<file path="src/design/kmds_pkg.sv">
package kmds_pkg;

   localparam int ROW_COUNT    = 8;
   localparam int COLUMN_COUNT = 18;

   localparam int COL_W   = 5;
   localparam int ROW_W   = 8;
   localparam int DRIVE_W = 6;
   localparam int DELAY_W = 8;
   localparam int COUNT_W = 8;
   localparam int PC_W    = 4;

   localparam logic [ROW_W-1:0]   ROW_MASK     = ROW_W'((1 << ROW_COUNT) - 1);
   localparam logic [DELAY_W-1:0] DELAY_RESET  = DELAY_W'(5);
   localparam logic [DELAY_W-1:0] DELAY_MIN    = DELAY_W'(1);
   localparam logic [COL_W-1:0]   LAST_COL_IDX = COL_W'(COLUMN_COUNT - 1);
   localparam logic [COUNT_W-1:0] KEY_TOTAL    = COUNT_W'(ROW_COUNT * COLUMN_COUNT);

   // column drive table, one byte per column
   localparam logic [7:0] DRIVE_TABLE [COLUMN_COUNT] = '{
      8'h3A, 8'h58, 8'h70, 8'h6E, 8'h6C, 8'h6A, 8'h68, 8'h64, 8'h60,
      8'h62, 8'h1A, 8'h18, 8'h3C, 8'h66, 8'h38, 8'h72, 8'h1E, 8'h3E
   };

   typedef struct packed {
      logic [COL_W-1:0] column;
      logic [ROW_W-1:0] row_pins;
      logic             last_column;
   } item_type;

   typedef struct packed {
      logic [COUNT_W-1:0] raw_count;
      logic [COUNT_W-1:0] stable_count;
      logic [DELAY_W-1:0] countdown;
   } core_status_type;

   function automatic logic [DRIVE_W-1:0] drive_code(input logic [COL_W-1:0] idx);
      logic [7:0] entry;
      entry = DRIVE_TABLE[idx];
      return entry[DRIVE_W:1];
   endfunction

   function automatic logic [PC_W-1:0] popcount(input logic [ROW_W-1:0] v);
      logic [PC_W-1:0] n;
      n = '0;
      for (int i = 0; i < ROW_W; i++) begin
         n = n + PC_W'(v[i]);
      end
      return n;
   endfunction

endpackage

</file>
<file path="src/design/kmds_in_stage.sv">
module kmds_in_stage (
   input  logic                clock,
   input  logic                reset,
   input  logic                req_valid,
   output logic                req_stall,
   input  kmds_pkg::item_type  req_item,
   input  logic                take,
   output logic                item_valid,
   output kmds_pkg::item_type  item
);
   import kmds_pkg::*;

   logic     valid_ff, valid_in;
   item_type item_ff, item_in;
   logic     load;

   assign req_stall = valid_ff && !take;
   assign load      = req_valid && !req_stall;

   always_comb begin
      valid_in = valid_ff;
      item_in  = item_ff;
      if (load) begin
         valid_in = 1'b1;
         item_in  = req_item;
      end else if (take) begin
         valid_in = 1'b0;
      end
   end

   always_ff @(posedge clock) begin
      if (reset) begin
         valid_ff <= 1'b0;
      end else begin
         valid_ff <= valid_in;
      end
      item_ff <= item_in;
   end

   assign item_valid = valid_ff;
   assign item       = item_ff;

endmodule

</file>
<file path="src/design/kmds_scan_core.sv">
module kmds_scan_core (
   input  logic                               clock,
   input  logic                               reset,
   input  logic                               item_valid,
   input  kmds_pkg::item_type                 item,
   output logic                               take,
   input  logic [kmds_pkg::DELAY_W-1:0]       delay,
   output logic                               rsp_valid,
   input  logic                               rsp_stall,
   output logic [kmds_pkg::DRIVE_W-1:0]       rsp_next_drive_code,
   output logic [kmds_pkg::ROW_W-1:0]         rsp_stable_column_bits,
   output logic                               rsp_settled,
   output logic [kmds_pkg::COUNT_W-1:0]       rsp_pressed_count,
   output kmds_pkg::core_status_type          status
);
   import kmds_pkg::*;

   logic [ROW_W-1:0]   raw_ff    [COLUMN_COUNT];
   logic [ROW_W-1:0]   raw_in    [COLUMN_COUNT];
   logic [ROW_W-1:0]   stable_ff [COLUMN_COUNT];
   logic [ROW_W-1:0]   stable_in [COLUMN_COUNT];
   logic [DELAY_W-1:0] countdown_ff, countdown_in;
   logic [COUNT_W-1:0] raw_count_ff, raw_count_in;
   logic [COUNT_W-1:0] stable_count_ff, stable_count_in;

   logic               valid_ff, valid_in;
   logic [DRIVE_W-1:0] drive_ff, drive_in;
   logic [ROW_W-1:0]   bits_ff, bits_in;
   logic               settled_ff, settled_in;
   logic [COUNT_W-1:0] count_ff, count_in;

   logic               fire;
   logic               col_ok;
   logic [ROW_W-1:0]   pressed;
   logic [ROW_W-1:0]   raw_old;
   logic [ROW_W-1:0]   stable_old;
   logic               change;
   logic [DELAY_W-1:0] cd_reload;
   logic               copy;
   logic [COL_W-1:0]   next_col;

   assign take = !valid_ff || !rsp_stall;
   assign fire = item_valid && take;

   assign col_ok     = item.column < COL_W'(COLUMN_COUNT);
   assign pressed    = ~item.row_pins & ROW_MASK;
   assign raw_old    = col_ok ? raw_ff[item.column] : '0;
   assign stable_old = col_ok ? stable_ff[item.column] : '0;
   assign change     = col_ok && (pressed != raw_old);
   assign cd_reload  = change ? delay : countdown_ff;
   assign next_col   = (col_ok && item.column != LAST_COL_IDX) ? item.column + COL_W'(1) : '0;

   always_comb begin
      countdown_in = cd_reload;
      copy         = 1'b0;
      if (item.last_column && cd_reload != '0) begin
         countdown_in = cd_reload - DELAY_W'(1);
         copy         = (countdown_in == '0);
      end
   end

   // raw count tracks the image incrementally, the stable count follows on copy
   assign raw_count_in = change ? raw_count_ff + COUNT_W'(popcount(pressed))
                                  - COUNT_W'(popcount(raw_old))
                                : raw_count_ff;
   assign stable_count_in = copy ? raw_count_in : stable_count_ff;

   always_comb begin
      for (int i = 0; i < COLUMN_COUNT; i++) begin
         raw_in[i] = (change && item.column == COL_W'(i)) ? pressed : raw_ff[i];
         stable_in[i] = copy ? raw_in[i] : stable_ff[i];
      end
   end

   always_comb begin
      drive_in   = drive_code(next_col);
      bits_in    = !col_ok ? '0 : (copy ? pressed : stable_old);
      settled_in = (countdown_in == '0);
      count_in   = stable_count_in;
      valid_in   = fire ? 1'b1 : (rsp_stall ? valid_ff : 1'b0);
   end

   always_ff @(posedge clock) begin
      if (reset) begin
         valid_ff        <= 1'b0;
         countdown_ff    <= DELAY_RESET;
         raw_count_ff    <= '0;
         stable_count_ff <= '0;
         for (int i = 0; i < COLUMN_COUNT; i++) begin
            raw_ff[i]    <= '0;
            stable_ff[i] <= '0;
         end
      end else begin
         valid_ff <= valid_in;
         if (fire) begin
            countdown_ff    <= countdown_in;
            raw_count_ff    <= raw_count_in;
            stable_count_ff <= stable_count_in;
            for (int i = 0; i < COLUMN_COUNT; i++) begin
               raw_ff[i]    <= raw_in[i];
               stable_ff[i] <= stable_in[i];
            end
         end
      end
      if (fire) begin
         drive_ff   <= drive_in;
         bits_ff    <= bits_in;
         settled_ff <= settled_in;
         count_ff   <= count_in;
      end
   end

   assign rsp_valid              = valid_ff;
   assign rsp_next_drive_code    = drive_ff;
   assign rsp_stable_column_bits = bits_ff;
   assign rsp_settled            = settled_ff;
   assign rsp_pressed_count      = count_ff;

   assign status.raw_count    = raw_count_ff;
   assign status.stable_count = stable_count_ff;
   assign status.countdown    = countdown_ff;

endmodule

</file>
<file path="src/design/keyboard_matrix_debounce_scanner_top.sv">
// channel | direction | handshake              | word
// req     | in        | req_valid / req_stall  | column, row_pins, last_column
// rsp     | out       | rsp_valid / rsp_stall  | next_drive_code, stable_column_bits,
//         |           |                        | settled, pressed_count
// csr     | in        | csr_valid / csr_ready  | debounce_delay (8 bits)
//
// one word per cycle sustained while rsp_stall stays low; an accepted word passes
// through the input register, then the scan core's result register
// reset is synchronous: images clear, delay and countdown load 5
// req_stall rises only when the input register is full and the result
// register is held by rsp_stall; csr_ready is always high
module keyboard_matrix_debounce_scanner_top (
   input  logic                               clock,
   input  logic                               reset,
   // item input
   input  logic                               req_valid,
   output logic                               req_stall,
   input  logic [kmds_pkg::COL_W-1:0]         req_column,
   input  logic [kmds_pkg::ROW_W-1:0]         req_row_pins,
   input  logic                               req_last_column,
   // result output
   output logic                               rsp_valid,
   input  logic                               rsp_stall,
   output logic [kmds_pkg::DRIVE_W-1:0]       rsp_next_drive_code,
   output logic [kmds_pkg::ROW_W-1:0]         rsp_stable_column_bits,
   output logic                               rsp_settled,
   output logic [kmds_pkg::COUNT_W-1:0]       rsp_pressed_count,
   // debounce delay register
   input  logic                               csr_valid,
   output logic                               csr_ready,
   input  logic [kmds_pkg::DELAY_W-1:0]       csr_data
);
   import kmds_pkg::*;

   item_type           req_item;
   item_type           s1_item;
   logic               s1_valid;
   logic               take;
   core_status_type    status;
   logic [DELAY_W-1:0] delay_ff, delay_in;

   // a write of zero saturates to the low bound so the image never freezes
   assign csr_ready = 1'b1;
   assign delay_in  = (csr_valid && csr_ready) ?
                      ((csr_data == '0) ? DELAY_MIN : csr_data) : delay_ff;

   always_ff @(posedge clock) begin
      if (reset) begin
         delay_ff <= DELAY_RESET;
      end else begin
         delay_ff <= delay_in;
      end
   end

   assign req_item.column      = req_column;
   assign req_item.row_pins    = req_row_pins;
   assign req_item.last_column = req_last_column;

   // input register
   kmds_in_stage u_in_stage (
      .clock      (clock),
      .reset      (reset),
      .req_valid  (req_valid),
      .req_stall  (req_stall),
      .req_item   (req_item),
      .take       (take),
      .item_valid (s1_valid),
      .item       (s1_item)
   );

   // image update, countdown and result register
   kmds_scan_core u_scan_core (
      .clock                  (clock),
      .reset                  (reset),
      .item_valid             (s1_valid),
      .item                   (s1_item),
      .take                   (take),
      .delay                  (delay_ff),
      .rsp_valid              (rsp_valid),
      .rsp_stall              (rsp_stall),
      .rsp_next_drive_code    (rsp_next_drive_code),
      .rsp_stable_column_bits (rsp_stable_column_bits),
      .rsp_settled            (rsp_settled),
      .rsp_pressed_count      (rsp_pressed_count),
      .status                 (status)
   );

   // stall only when the input register holds a word that cannot move on
   a_stall_needs_item: assert property (@(posedge clock) disable iff (reset)
      req_stall |-> (s1_valid && rsp_valid && rsp_stall))
      else $error("req_stall without a blocked word");

   a_delay_nonzero: assert property (@(posedge clock) disable iff (reset)
      delay_ff != '0)
      else $error("debounce delay is zero");

   a_counts_bounded: assert property (@(posedge clock) disable iff (reset)
      (status.raw_count <= KEY_TOTAL) && (status.stable_count <= KEY_TOTAL))
      else $error("key count out of range");

   // settled flag of a fresh result reflects the countdown it left behind
   a_settled_matches: assert property (@(posedge clock) disable iff (reset)
      (s1_valid && take) |=> (rsp_settled == (status.countdown == '0)))
      else $error("settled flag disagrees with countdown");

endmodule
</file>
<file path="config.mk">
export PLATFORM = sky130hd
export DESIGN_NAME = keyboard_matrix_debounce_scanner_top
export DESIGN_NICKNAME = d
export VERILOG_FILES = /design/src/design/kmds_pkg.sv /design/src/design/kmds_in_stage.sv /design/src/design/kmds_scan_core.sv /design/src/design/keyboard_matrix_debounce_scanner_top.sv
export SDC_FILE = /design/constraint.sdc
export NUM_CORES = 1
export LEC_CHECK = 0
export BUFFER_PORTS_ARGS = -buffer_cell sky130_fd_sc_hd__buf_4
export CAP_MARGIN = 20
export CORE_ASPECT_RATIO = 1.1
export CORE_MARGIN = 2
export CORE_UTILIZATION = 35
export DETAILED_ROUTE_END_ITERATION = 8
export HOLD_SLACK_MARGIN = 0.08
export PLACE_DENSITY_LB_ADDON = 0.12
export SLEW_MARGIN = 40
export SYNTH_ARGS = -nofsm -noshare
export SYNTH_HDL_FRONTEND = slang
export SYNTH_SLANG_ARGS = --single-unit
</file>
<file path="constraint.sdc">
create_clock -name clock -period 31.7 [get_ports clock]
set_clock_uncertainty 0.15 [all_clocks]
set_input_delay 1.585 -clock clock [delete_from_list [all_inputs] [get_ports clock]]
set_output_delay 1.585 -clock clock [all_outputs]
set_load 0.005 [all_outputs]
</file>
Word-level counts from Yosys, hierarchy flattened

Memories as Yosys holds them, arrays and structs flattened. A register that Yosys moved wholly into a read port is not among the register bits.
Cells that the tools add are included.

Flip-flop bits (word level): 65
Logic and storage cells: 221
Memory bits (writable): 288
Input port bits: 27
Memories kept: 3
Memory bits (read-only): 256

Memories:

| memory                | depth | bits a word | read ports | clocked after Yosys merged registers in | wr ports | line                 | text |
|---|---|---|---|---|---|---|---|
| (no name shown)       | 32    | 8           | 1          | 1                                       | 0        | kmds_pkg.sv:39       | `entry = DRIVE_TABLE[idx];` |
| u_scan_core.raw_ff    | 18    | 8           | 19         | 1                                       | 18       | kmds_scan_core.sv:18 | `logic [ROW_W-1:0] raw_ff [COLUMN_COUNT];` |
| u_scan_core.stable_ff | 18    | 8           | 1          | 1                                       | 18       | kmds_scan_core.sv:20 | `logic [ROW_W-1:0] stable_ff [COLUMN_COUNT];` |

Bitwise gates (word level): 38
Equality and inequality tests: 21
Muxes and demuxes: 92
Add/subtract/negate cells: 18
Reductions and logical operators: 36
Magnitude comparators: 1

Operator list:

| cell                                                 | number |
|---|---|
| two-way mux 8 bit                                    | 79 |
| adder 4 x 1 -> 4 bit                                 | 12 |
| equality test 5 x 4 -> 1 bit (second input constant) | 8 |
| bitwise OR 1 bit                                     | 36 |
| logical AND 1 bit                                    | 24 |
| logical NOT 8 bit                                    | 3 |
| equality test 5 x 3 -> 1 bit (second input constant) | 4 |
| two-way mux 5 bit                                    | 3 |
| equality test 5 x 2 -> 1 bit (second input constant) | 2 |
| equality test 5 bit (second input constant)          | 2 |
| two-way mux 1 bit                                    | 10 |
| adder 8 x 4 -> 8 bit                                 | 1 |
| != test 8 bit                                        | 1 |
| inverter 8 bit                                       | 1 |
| nonzero test 8 bit                                   | 1 |
| subtractor 8 x 1 -> 8 bit (second input constant)    | 1 |
| subtractor 8 x 4 -> 8 bit                            | 1 |
| inverter 5 -> 6 bit                                  | 1 |
| adder 5 x 1 -> 5 bit (second input constant)         | 1 |
| equality test 5 x 1 -> 1 bit (second input constant) | 1 |
| logical NOT 5 bit                                    | 1 |
| < comparator 5 bit (second input constant)           | 1 |
| != test 5 bit (second input constant)                | 1 |
| adder 1 x 1 -> 2 bit                                 | 2 |
| other kinds (6)                                      | 9 |

Logic depth before layout (Yosys ltp)

Gate-level depths: netlist of the first run.

Depth in word-level cells: 12
Depth in mapped cells: 29
Mapped depth without buffers: 26

By module

From an unflattened synthesis of the first run, not the netlist that was laid out.

Cell total of the unflattened synthesis: 1720
Area, all modules: 19581.3 um2

Modules (own cells, without submodules):

| module                               | times used | area each (um2) | cells an instance | seq. area each (um2) |
|---|---|---|---|---|
| kmds_scan_core                       | 1          | 18790.5         | 1670              | 9839.4 |
| kmds_in_stage                        | 1          | 470.5           | 18                | 440.4 |
| keyboard_matrix_debounce_scanner_top | 1          | 320.3           | 32                | 160.2 |

Least setup slack after synthesis of the first run

Ideal clock, no wire load.

Kind: register to register
Start point: register with a tool-made name
End point: memory u_scan_core.stable_ff[0][0] (enable)
Clock period less this slack: 11.666 ns
Slack: 20.034 ns
Arrival: 10.851 ns
Data required time: 30.885 ns
Stages on the path, launching flop included: 20
Path buffers: 3
Setup time: 0.665 ns
Cell sequence: dfxtp_1 buf_4 mux4_2 mux2_2 a32oi_1 a22oi_2 xnor2_1 or3_1 o31ai_4 mux2i_1 ha_1 nand2_1 nor2_1 xor2_1 nor3_1 nand3_1 a211o_1 buf_2 buf_1 o21ai_1

RTL lines:

| what          | line |
|---|---|
| end, declared | kmds_scan_core.sv:20 |

==> flow_metrics.py, run 1 <==
metrics = {
    "critical_path": {
        "worst_path_largest_cell_delay_ns": 0.71,
        "cp_num_buf_inv": 4,
        "crit_arrival_ns": 8.40,
        "end_kind": "flop",
        "cp.required_ns": 31.98,
        "path_common_cell": "buf_4",
        "startpoint_type": "flop",
        "path_cells": "buf_4 -> buf_6 -> mux2i_1 -> a22oi_1 -> a32oi_1 -> a22oi_2 -> xnor2_1 -> or3_1 -> o31ai_4 -> buf_4 -> mux2i_1 -> ha_1 -> or4b_2 -> and2_1 -> a31o_2 -> o21ai_1 -> a211o_4 -> buf_4 -> mux2_1 -> nor2_1",
        "critPathTopFamily": "buffers and inverters",
        "worstPathMaxFanout": 67,
        "crit_slowest_cell": "buf_4",
        "critPathKind": "reg2reg",
    },
    "timing": {
        "period_minus_slack_ns": 8.12,
        "timing.setup.tns_ns": 0,
        "hold_ws_ns": 0.320,
        "slew_violations": 0,
        "post-route-period-util_pct": 25.6,
        "setup_viol": 0,
        "tightest_slew_ns": 0.835,
        "max_clock_freq_mhz": 123,
        "rsz0062_at_grt": "no",
        "slew_headroom_pct": 44.3,
        "fin_ws_ns": 23.58,
        "hold_violations": 0,
    },
    "synth": {
        "synth-seq-cells": 364,
        "ys_warn_count": 0,
        "synth_ff_type": "edfxtp_1",
        "synthDistinctLibCells": 75,
        "ys_seq_area_share_pct": 55.7,
        "syn_area_per_cell_sq_um": 11.8,
        "synth_nets": 1666,
        "synth_area_sq_mm": 0.0189,
        "synth_xor_area_share_pct": 1.25,
        "synth-simple-area-share_pct": 14.5,
        "synthMuxAreaShare_pct": 10.6,
        "synth_fa_ha_area_share_pct": 3.06,
        "synth-edff-count": 325,
        "synth_compound_area_share_pct": 11.0,
        "synth.top_cell.area_share_pct": 51.6,
        "synth_top_family_by_area": "simple AND/OR/NAND/NOR gates",
        "synth.top_cells.by_area": "edfxtp_1, mux4_2, nor2_1",
        "synthCells": 1600,
        "async_flop_share_pct": 0,
        "synth_area_leader_cell": "edfxtp_1",
    },
    "outcome": {
        "outcome": "finished, final reports clean",
    },
    "cells_and_area": {
        "final-seq-area_sq_mm": 0.0105,
        "area_growth_pct": 13.7,
        "fillers": 5045,
        "drive_gt1_share_pct": 15.2,
        "fin_nets": 1679,
        "antennaDiodeCount": 0,
        "fin_cells": 2372,
        "multi_input_area_sq_mm": 0.00775,
    },
    "detailed_routing": {
        "antenna_left": 0,
        "wire_per_inst_microns": 22.2,
        "finalWirelength_microns": 52600,
        "via_per_inst": 5.34,
        "first_pass_iters": 7,
        "drc_errors": 0,
        "vias": 12700,
        "drt_iter0_drc": 1207,
    },
    "die": {
        "rows": 89,
        "dieArea_sq_mm": 0.0559,
        "start_util_pct": 35.3,
        "die_x_microns": 226,
        "core_area_sq_mm": 0.0536,
        "ioPinCount": 53,
        "die_h_microns": 248,
    },
    "clock_network": {
        "post-cts-setup-buffers": 0,
        "cts_made_buffers": 42,
        "clk_latency_ns": 0.57,
        "cts_max_path_buffers": 3,
        "cts_tree": "yes",
        "cts_root_buffer": "clkbuf_16",
        "clock_sinks": 364,
        "hold_buffers": 0,
        "path_clk_slew_ns": 0.06,
        "htree_levels": 2,
        "post_cts_resized": 0,
    },
    "placed_design": {
        "place_ws_ns": 23.47,
        "portBuffers": 51,
        "place.gp.congestion": 0.836,
        "post-dp-hpwl_microns": 34200,
        "dp.cells": 2296,
    },
    "grt": {
        "gr-usage-all-layers_pct": 19.0,
        "grt.overflow.total": 0,
        "first_global_vias": 12600,
        "grt_max_degree": 87,
        "antenna_found_initial": 0,
        "grt_pass1_wl_microns": 79700,
    },
    "power": {
        "power_density_mw_per_mm2": 61.1,
        "ir_drop_mv": 0.0308,
        "p_leak_nw": 7.39,
    },
    "flow_run": {
        "maxCapViolations": 0,
    },
    "min_path": {
        "hp-class": "reg2reg",
    },
}
report_power, final:
| part | switching [mW] | leakage, nW | internal [mW] |
|---|---|---|---|
| clock network | 0.202 | 0.641 | 0.281 |
| logic | 0.159 | 3.04 | 0.103 |
| registers | 0.0165 | 3.70 | 0.552 |
cell families (layout without fill, tap and decap cells):
| family | count (synthesis) | after routing |
|---|---|---|
| AO/OA/AOI/OAI | 305 | 305 |
| buffers and inverters | 176 | 220 |
| other | 1 | 1 |
| flip-flops | 364 | 364 |
| XOR/XNOR | 27 | 27 |
| AND/OR/NAND/NOR | 552 | 552 |
| multiplexers | 136 | 136 |
| adder cells (fa/ha/maj) | 39 | 39 |
flip-flops by register name, summed over array words and instances, names as in the netlist, named ones only:
signal	flops
u_scan_core.stable_ff	144
u_scan_core.rsp_pressed_count	8
u_scan_core.raw_count_ff	8
u_scan_core.raw_ff	144
delay_ff	8
u_scan_core.rsp_settled	1
u_in_stage.item	14
u_scan_core.rsp_valid	1
u_scan_core.rsp_next_drive_code	6
u_scan_core.rsp_stable_column_bits	8
u_scan_core.countdown_ff	8
u_scan_core.stable_count_ff	8
u_in_stage.item_valid	1
worst min-delay path, cell delays in order (launching register included):
cell	delay (ns)
dfxtp_1	0.32
nand2_1	0.05
a21oi_1	0.05
cell type report:
type                            instances  share of cell area, %
Sequential cell                       364                   49.0
Multi-Input combinational cell       1060                   36.0
Clock buffer                           60                   5.44
Tap cell                              728                   4.23
Timing Repair Buffer                   97                   3.65
Inverter                               48                  0.872
Clock inverter                         15                  0.750
placed cells by master (no fill, tap or decap), types with 4 or more instances in the layout:
cell	instances
edfxtp_1	325
nor2_1	232
a211oi_1	115
nor2b_1	111
buf_4	84
mux2i_1	77
nand2_1	69
a21oi_1	67
mux4_2	50
nor3_1	49
inv_1	45
clkbuf_16	43
o21ai_0	35
dfxtp_1	35
ha_1	27
a22oi_1	22
xnor2_1	19
nand3_1	17
clkbuf_1	14
o21ai_1	12
or3_1	12
fa_1	12
buf_6	11
and2_1	9
xor2_1	8
nand4_1	6
mux2_2	6
nor4b_2	6
clkinv_1	5
o211ai_1	5
and3_1	4
nor4_1	4
nand2b_1	4
nor3_4	4
nor4_4	4
cells in the mapped netlist, drive strengths merged (3+ instances only):
cell / n
edfxtp: 325
nor2: 233
a211oi: 115
nor2b: 112
clkbuf: 80
mux2i: 77
nand2: 70
a21oi: 67
nor3: 53
mux4: 50
buf: 48
o21ai: 48
inv: 46
dfxtp: 39
ha: 27
a22oi: 24
xnor2: 19
nand3: 17
fa: 12
or3: 12
and2: 11
mux2: 9
nor4: 9
xor2: 8
nand4: 7
nor4b: 6
o211ai: 5
or4b: 5
a31oi: 4
and3: 4
nand2b: 4
a211o: 3
a21o: 3
a22o: 3
o2111ai: 3
o21a: 3
o21bai: 3
o311ai: 3
o31a: 3
o31ai: 3
metal layers:
layer	part of all wire, %	track usage, %
met4	2.7	5.80
met1	45	25.4
met3	4.1	2.85
met2	48	32.0
met5	0	0
path summary, 6_finish.rpt:
path | startpoint | endpoint | slack [ns] | cells past startpoint
max | flop | u_scan_core.rsp_stable_column_bits[7] | 23.58 | 20
min | u_scan_core.raw_count_ff[0] | u_scan_core.raw_count_ff[0] | 0.32 | 2
max reg2reg | flop | u_scan_core.rsp_stable_column_bits[7] | 23.58 | 20
min reg2reg | u_scan_core.raw_count_ff[0] | u_scan_core.raw_count_ff[0] | 0.32 | 2
per-stage QoR:
| stage | power [mW] | util [%] | instance area [sq um] |
|---|---|---|---|
| 3_5_place_dp | 0.844 | 37.6 | 20200 |
| 6_report | 1.31 | 40.2 | 21500 |
| 5_1_grt | 1.38 | 40.2 | 21500 |
| 3_3_place_gp | 0.838 | 37.4 | 20000 |
| 4_1_cts | 1.33 | 40.1 | 21500 |
| 2_1_floorplan | 0.766 | - | 18900 |
No activity file was read; power rests on OpenSTA's default activity.
==> inputs of run 2 (changes only) <==
- ABC_AREA: unset -> 1
- clock period: 31.7 -> 8.3 ns (I/O delays scaled with it)
==> flow_metrics.py, run 2 <==
metrics = {
    "placed_design": {
        "place.gp.congestion": 0.854,
        "dp.cells": 3099,
        "portBuffers": 51,
        "post-dp-hpwl_microns": 36900,
    },
    "flow_run": {
        "maxCapViolations": 0,
    },
    "synth": {
        "ys_seq_area_share_pct": 52.1,
        "synth-seq-cells": 364,
        "synth.most_common_cell": "inv_1",
        "synth_area_sq_mm": 0.0202,
        "ys_warn_count": 0,
        "synthCells": 2398,
        "synth.top_cell.area_share_pct": 48.3,
        "async_flop_share_pct": 0,
        "syn_area_per_cell_sq_um": 8.43,
        "synth_area_leader_cell": "edfxtp_1",
        "synth_ff_type": "edfxtp_1",
        "synthTopCellsByCount": "inv_1, nand2_1, edfxtp_1",
        "synth-edff-count": 325,
        "synth.top_cells.by_area": "edfxtp_1, inv_1, nand2_1",
        "synthDistinctLibCells": 42,
        "synth_nets": 2464,
    },
    "detailed_routing": {
        "finalWirelength_microns": 60200,
        "drc_errors": 0,
        "antenna_left": 0,
        "first_pass_iters": 5,
        "wire_per_inst_microns": 18.8,
        "vias": 15800,
        "drt_iter0_drc": 1270,
        "via_per_inst": 4.94,
    },
    "die": {
        "rows": 92,
        "dieArea_sq_mm": 0.0597,
        "die_h_microns": 256,
        "die_x_microns": 233,
        "start_util_pct": 35.4,
        "ioPinCount": 53,
        "core_area_sq_mm": 0.0572,
    },
    "power": {
        "p_seq_share_pct": 42.5,
        "power_switching_mw": 1.49,
        "power_frac_comb_pct": 19.6,
        "p_leak_nw": 9.94,
        "power.internal_mw": 3.55,
        "clkPwrFrac_pct": 37.9,
        "switching_share_pct": 29.5,
        "power_density_mw_per_mm2": 219,
        "ir_drop_mv": 0.143,
    },
    "timing": {
        "max_clock_freq_mhz": 143,
        "slew_violations": 0,
        "period_minus_slack_ns": 6.97,
        "slew_headroom_pct": 43.5,
        "post-route-period-util_pct": 84.0,
        "hold_violations": 0,
        "timing.setup.tns_ns": 0,
        "rsz0062_at_grt": "no",
        "setup_viol": 0,
        "tightest_slew_ns": 0.848,
    },
    "cells_and_area": {
        "mostFrequentLayoutCells": "inv_1, nand2_1, edfxtp_1, nor2_1, nand3_1",
        "fillers": 5783,
        "area_growth_pct": 13.4,
        "drive_gt1_share_pct": 11.4,
        "fin_cells": 3205,
        "antennaDiodeCount": 0,
        "final_common_cell": "inv_1",
        "fin_nets": 2485,
    },
    "critical_path": {
        "reg2reg_depth": 31,
        "crit_slowest_cell": "fa_1",
        "cp.required_ns": 8.48,
        "critPathKind": "reg2reg",
        "reg2reg_slack_ns": 1.33,
        "startpoint_type": "flop",
        "worst_path_largest_cell_delay_ns": 0.52,
        "reg2reg_to": "u_scan_core.rsp_pressed_count[7]",
        "crit_path_end": "u_scan_core.rsp_pressed_count[7]",
        "path_common_cell": "fa_1",
        "crit_arrival_ns": 7.15,
        "end_kind": "flop",
        "worstPathMaxFanout": 143,
    },
    "min_path": {
        "hold_path.startpoint": "csr_data[5]",
        "hp-class": "in2reg",
        "whs_path_depth": 4,
    },
    "clock_network": {
        "post-cts-setup-buffers": 0,
        "post_cts_resized": 0,
        "clock_sinks": 364,
        "clk_latency_ns": 0.58,
        "cts_made_buffers": 43,
        "hold_buffers": 27,
        "path_clk_slew_ns": 0.06,
        "cts_root_buffer": "clkbuf_16",
        "htree_levels": 2,
        "cts_tree": "yes",
        "cts_max_path_buffers": 3,
    },
    "outcome": {
        "outcome": "finished, final reports clean",
    },
    "grt": {
        "grt_max_degree": 144,
        "grt.overflow.total": 0,
        "antenna_found_initial": 0,
        "grt_pass1_wl_microns": 93900,
        "gr-usage-all-layers_pct": 20.4,
        "first_global_vias": 15800,
    },
}
==> run 2: cell types whose count changed in the layout (fill, tap and decap cells not counted), moves of 50 or more <==
cell,before,now
nor2_2,1,64
mux2i_1,77,0
nor2b_1,111,0
nand2_1,69,404
o211ai_1,5,79
a211oi_1,115,0
mux4_2,50,0
inv_1,45,463
o21ai_0,35,106
nand3_1,17,152
nor2_1,232,303
==> run 2: worst max-delay path: cells and delay by family (launching register included) <==
kind / cells / cell delay, ns
AOI/OAI and AO/OA: 5 / 0.66
xor gates and xnor gates: 3 / 0.47
adders and majority gates: 7 / 3.01
buffers and inverters: 5 / 0.66
DFF: 1 / 0.36
and+or+nand+nor: 11 / 1.26
==> run 2: kinds of logic after synthesis <==
family | after synthesis | share of synthesized area (%)
other | 1 | 0.0185
flip-flops | 364 | 52.1
buffers and inverters | 616 | 12.2
AO/OA/AOI/OAI | 279 | 8.70
AND/OR/NAND/NOR | 1087 | 23.5
adder cells (fa/ha/maj) | 39 | 2.86
XOR/XNOR | 12 | 0.520
==> run 2: per-layer routing <==
| layer | track usage, % | part of all wire (%) | up-vias |
|---|---|---|---|
| met2 | 32.5 | 46 | 408 |
| met1 | 29.0 | 46 | 7586 |
| met5 | 0 | 0 | - |
| met3 | 2.45 | 4.9 | 76 |
| li1 | - | - | 7778 |
| met4 | 6.25 | 2.6 | 0 |
==> run 2: stage by stage <==
| stage | instance area (sq um) | hold WS (ns) | setup WS (ns) | utilization (%) | power, mW |
|---|---|---|---|---|---|
| finish | 22900 | 0.115 | 1.33 | 40.1 | 5.03 |
| global route | 22900 | 0.160 | 0.866 | 40.1 | 5.30 |
| detailed placement | 21300 | 0.291 | 1.32 | 37.2 | 3.15 |
| global placement | 21200 | 0.286 | 1.33 | 37.1 | 3.15 |
| CTS | 22900 | 0.0979 | 1.31 | 40.1 | 5.08 |
| floorplan | 20200 | 0.276 | 0.884 | - | 2.88 |
==> run 2: power groups by stage <==
stage | Combinational, mW | Clock [mW] | Sequential, mW
6_report | 0.986 | 1.91 | 2.14
5_1_grt | 1.13 | 2.02 | 2.15
4_1_cts | 0.993 | 1.95 | 2.14
3_5_place_dp | 0.973 | 0 | 2.18
3_3_place_gp | 0.969 | 0 | 2.18
2_1_floorplan | 0.705 | 0 | 2.18
==> run 2: how the worst min path moves through the flow <==
| stage | endpoint | slack (ns) |
|---|---|---|
| after floorplan | u_scan_core.stable_count_ff[0] | 0.28 |
| after global placement | u_scan_core.stable_count_ff[5] | 0.29 |
| after detailed placement | u_scan_core.stable_count_ff[7] | 0.29 |
| after CTS | delay_ff[0] | 0.1 |
| after global routing | delay_ff[0] | 0.16 |
| final | delay_ff[0] | 0.11 |
==> run 2: final cells by class <==
class	count	area [sq um]	share of cell area [%]
inverter	481	1820	7.92
clock buffer	48	1130	4.91
multi-input combinational	1418	7260	31.7
clock inverter	31	270	1.18
tap	752	941	4.10
timing repair buffer	111	971	4.23
sequential	364	10500	46.0
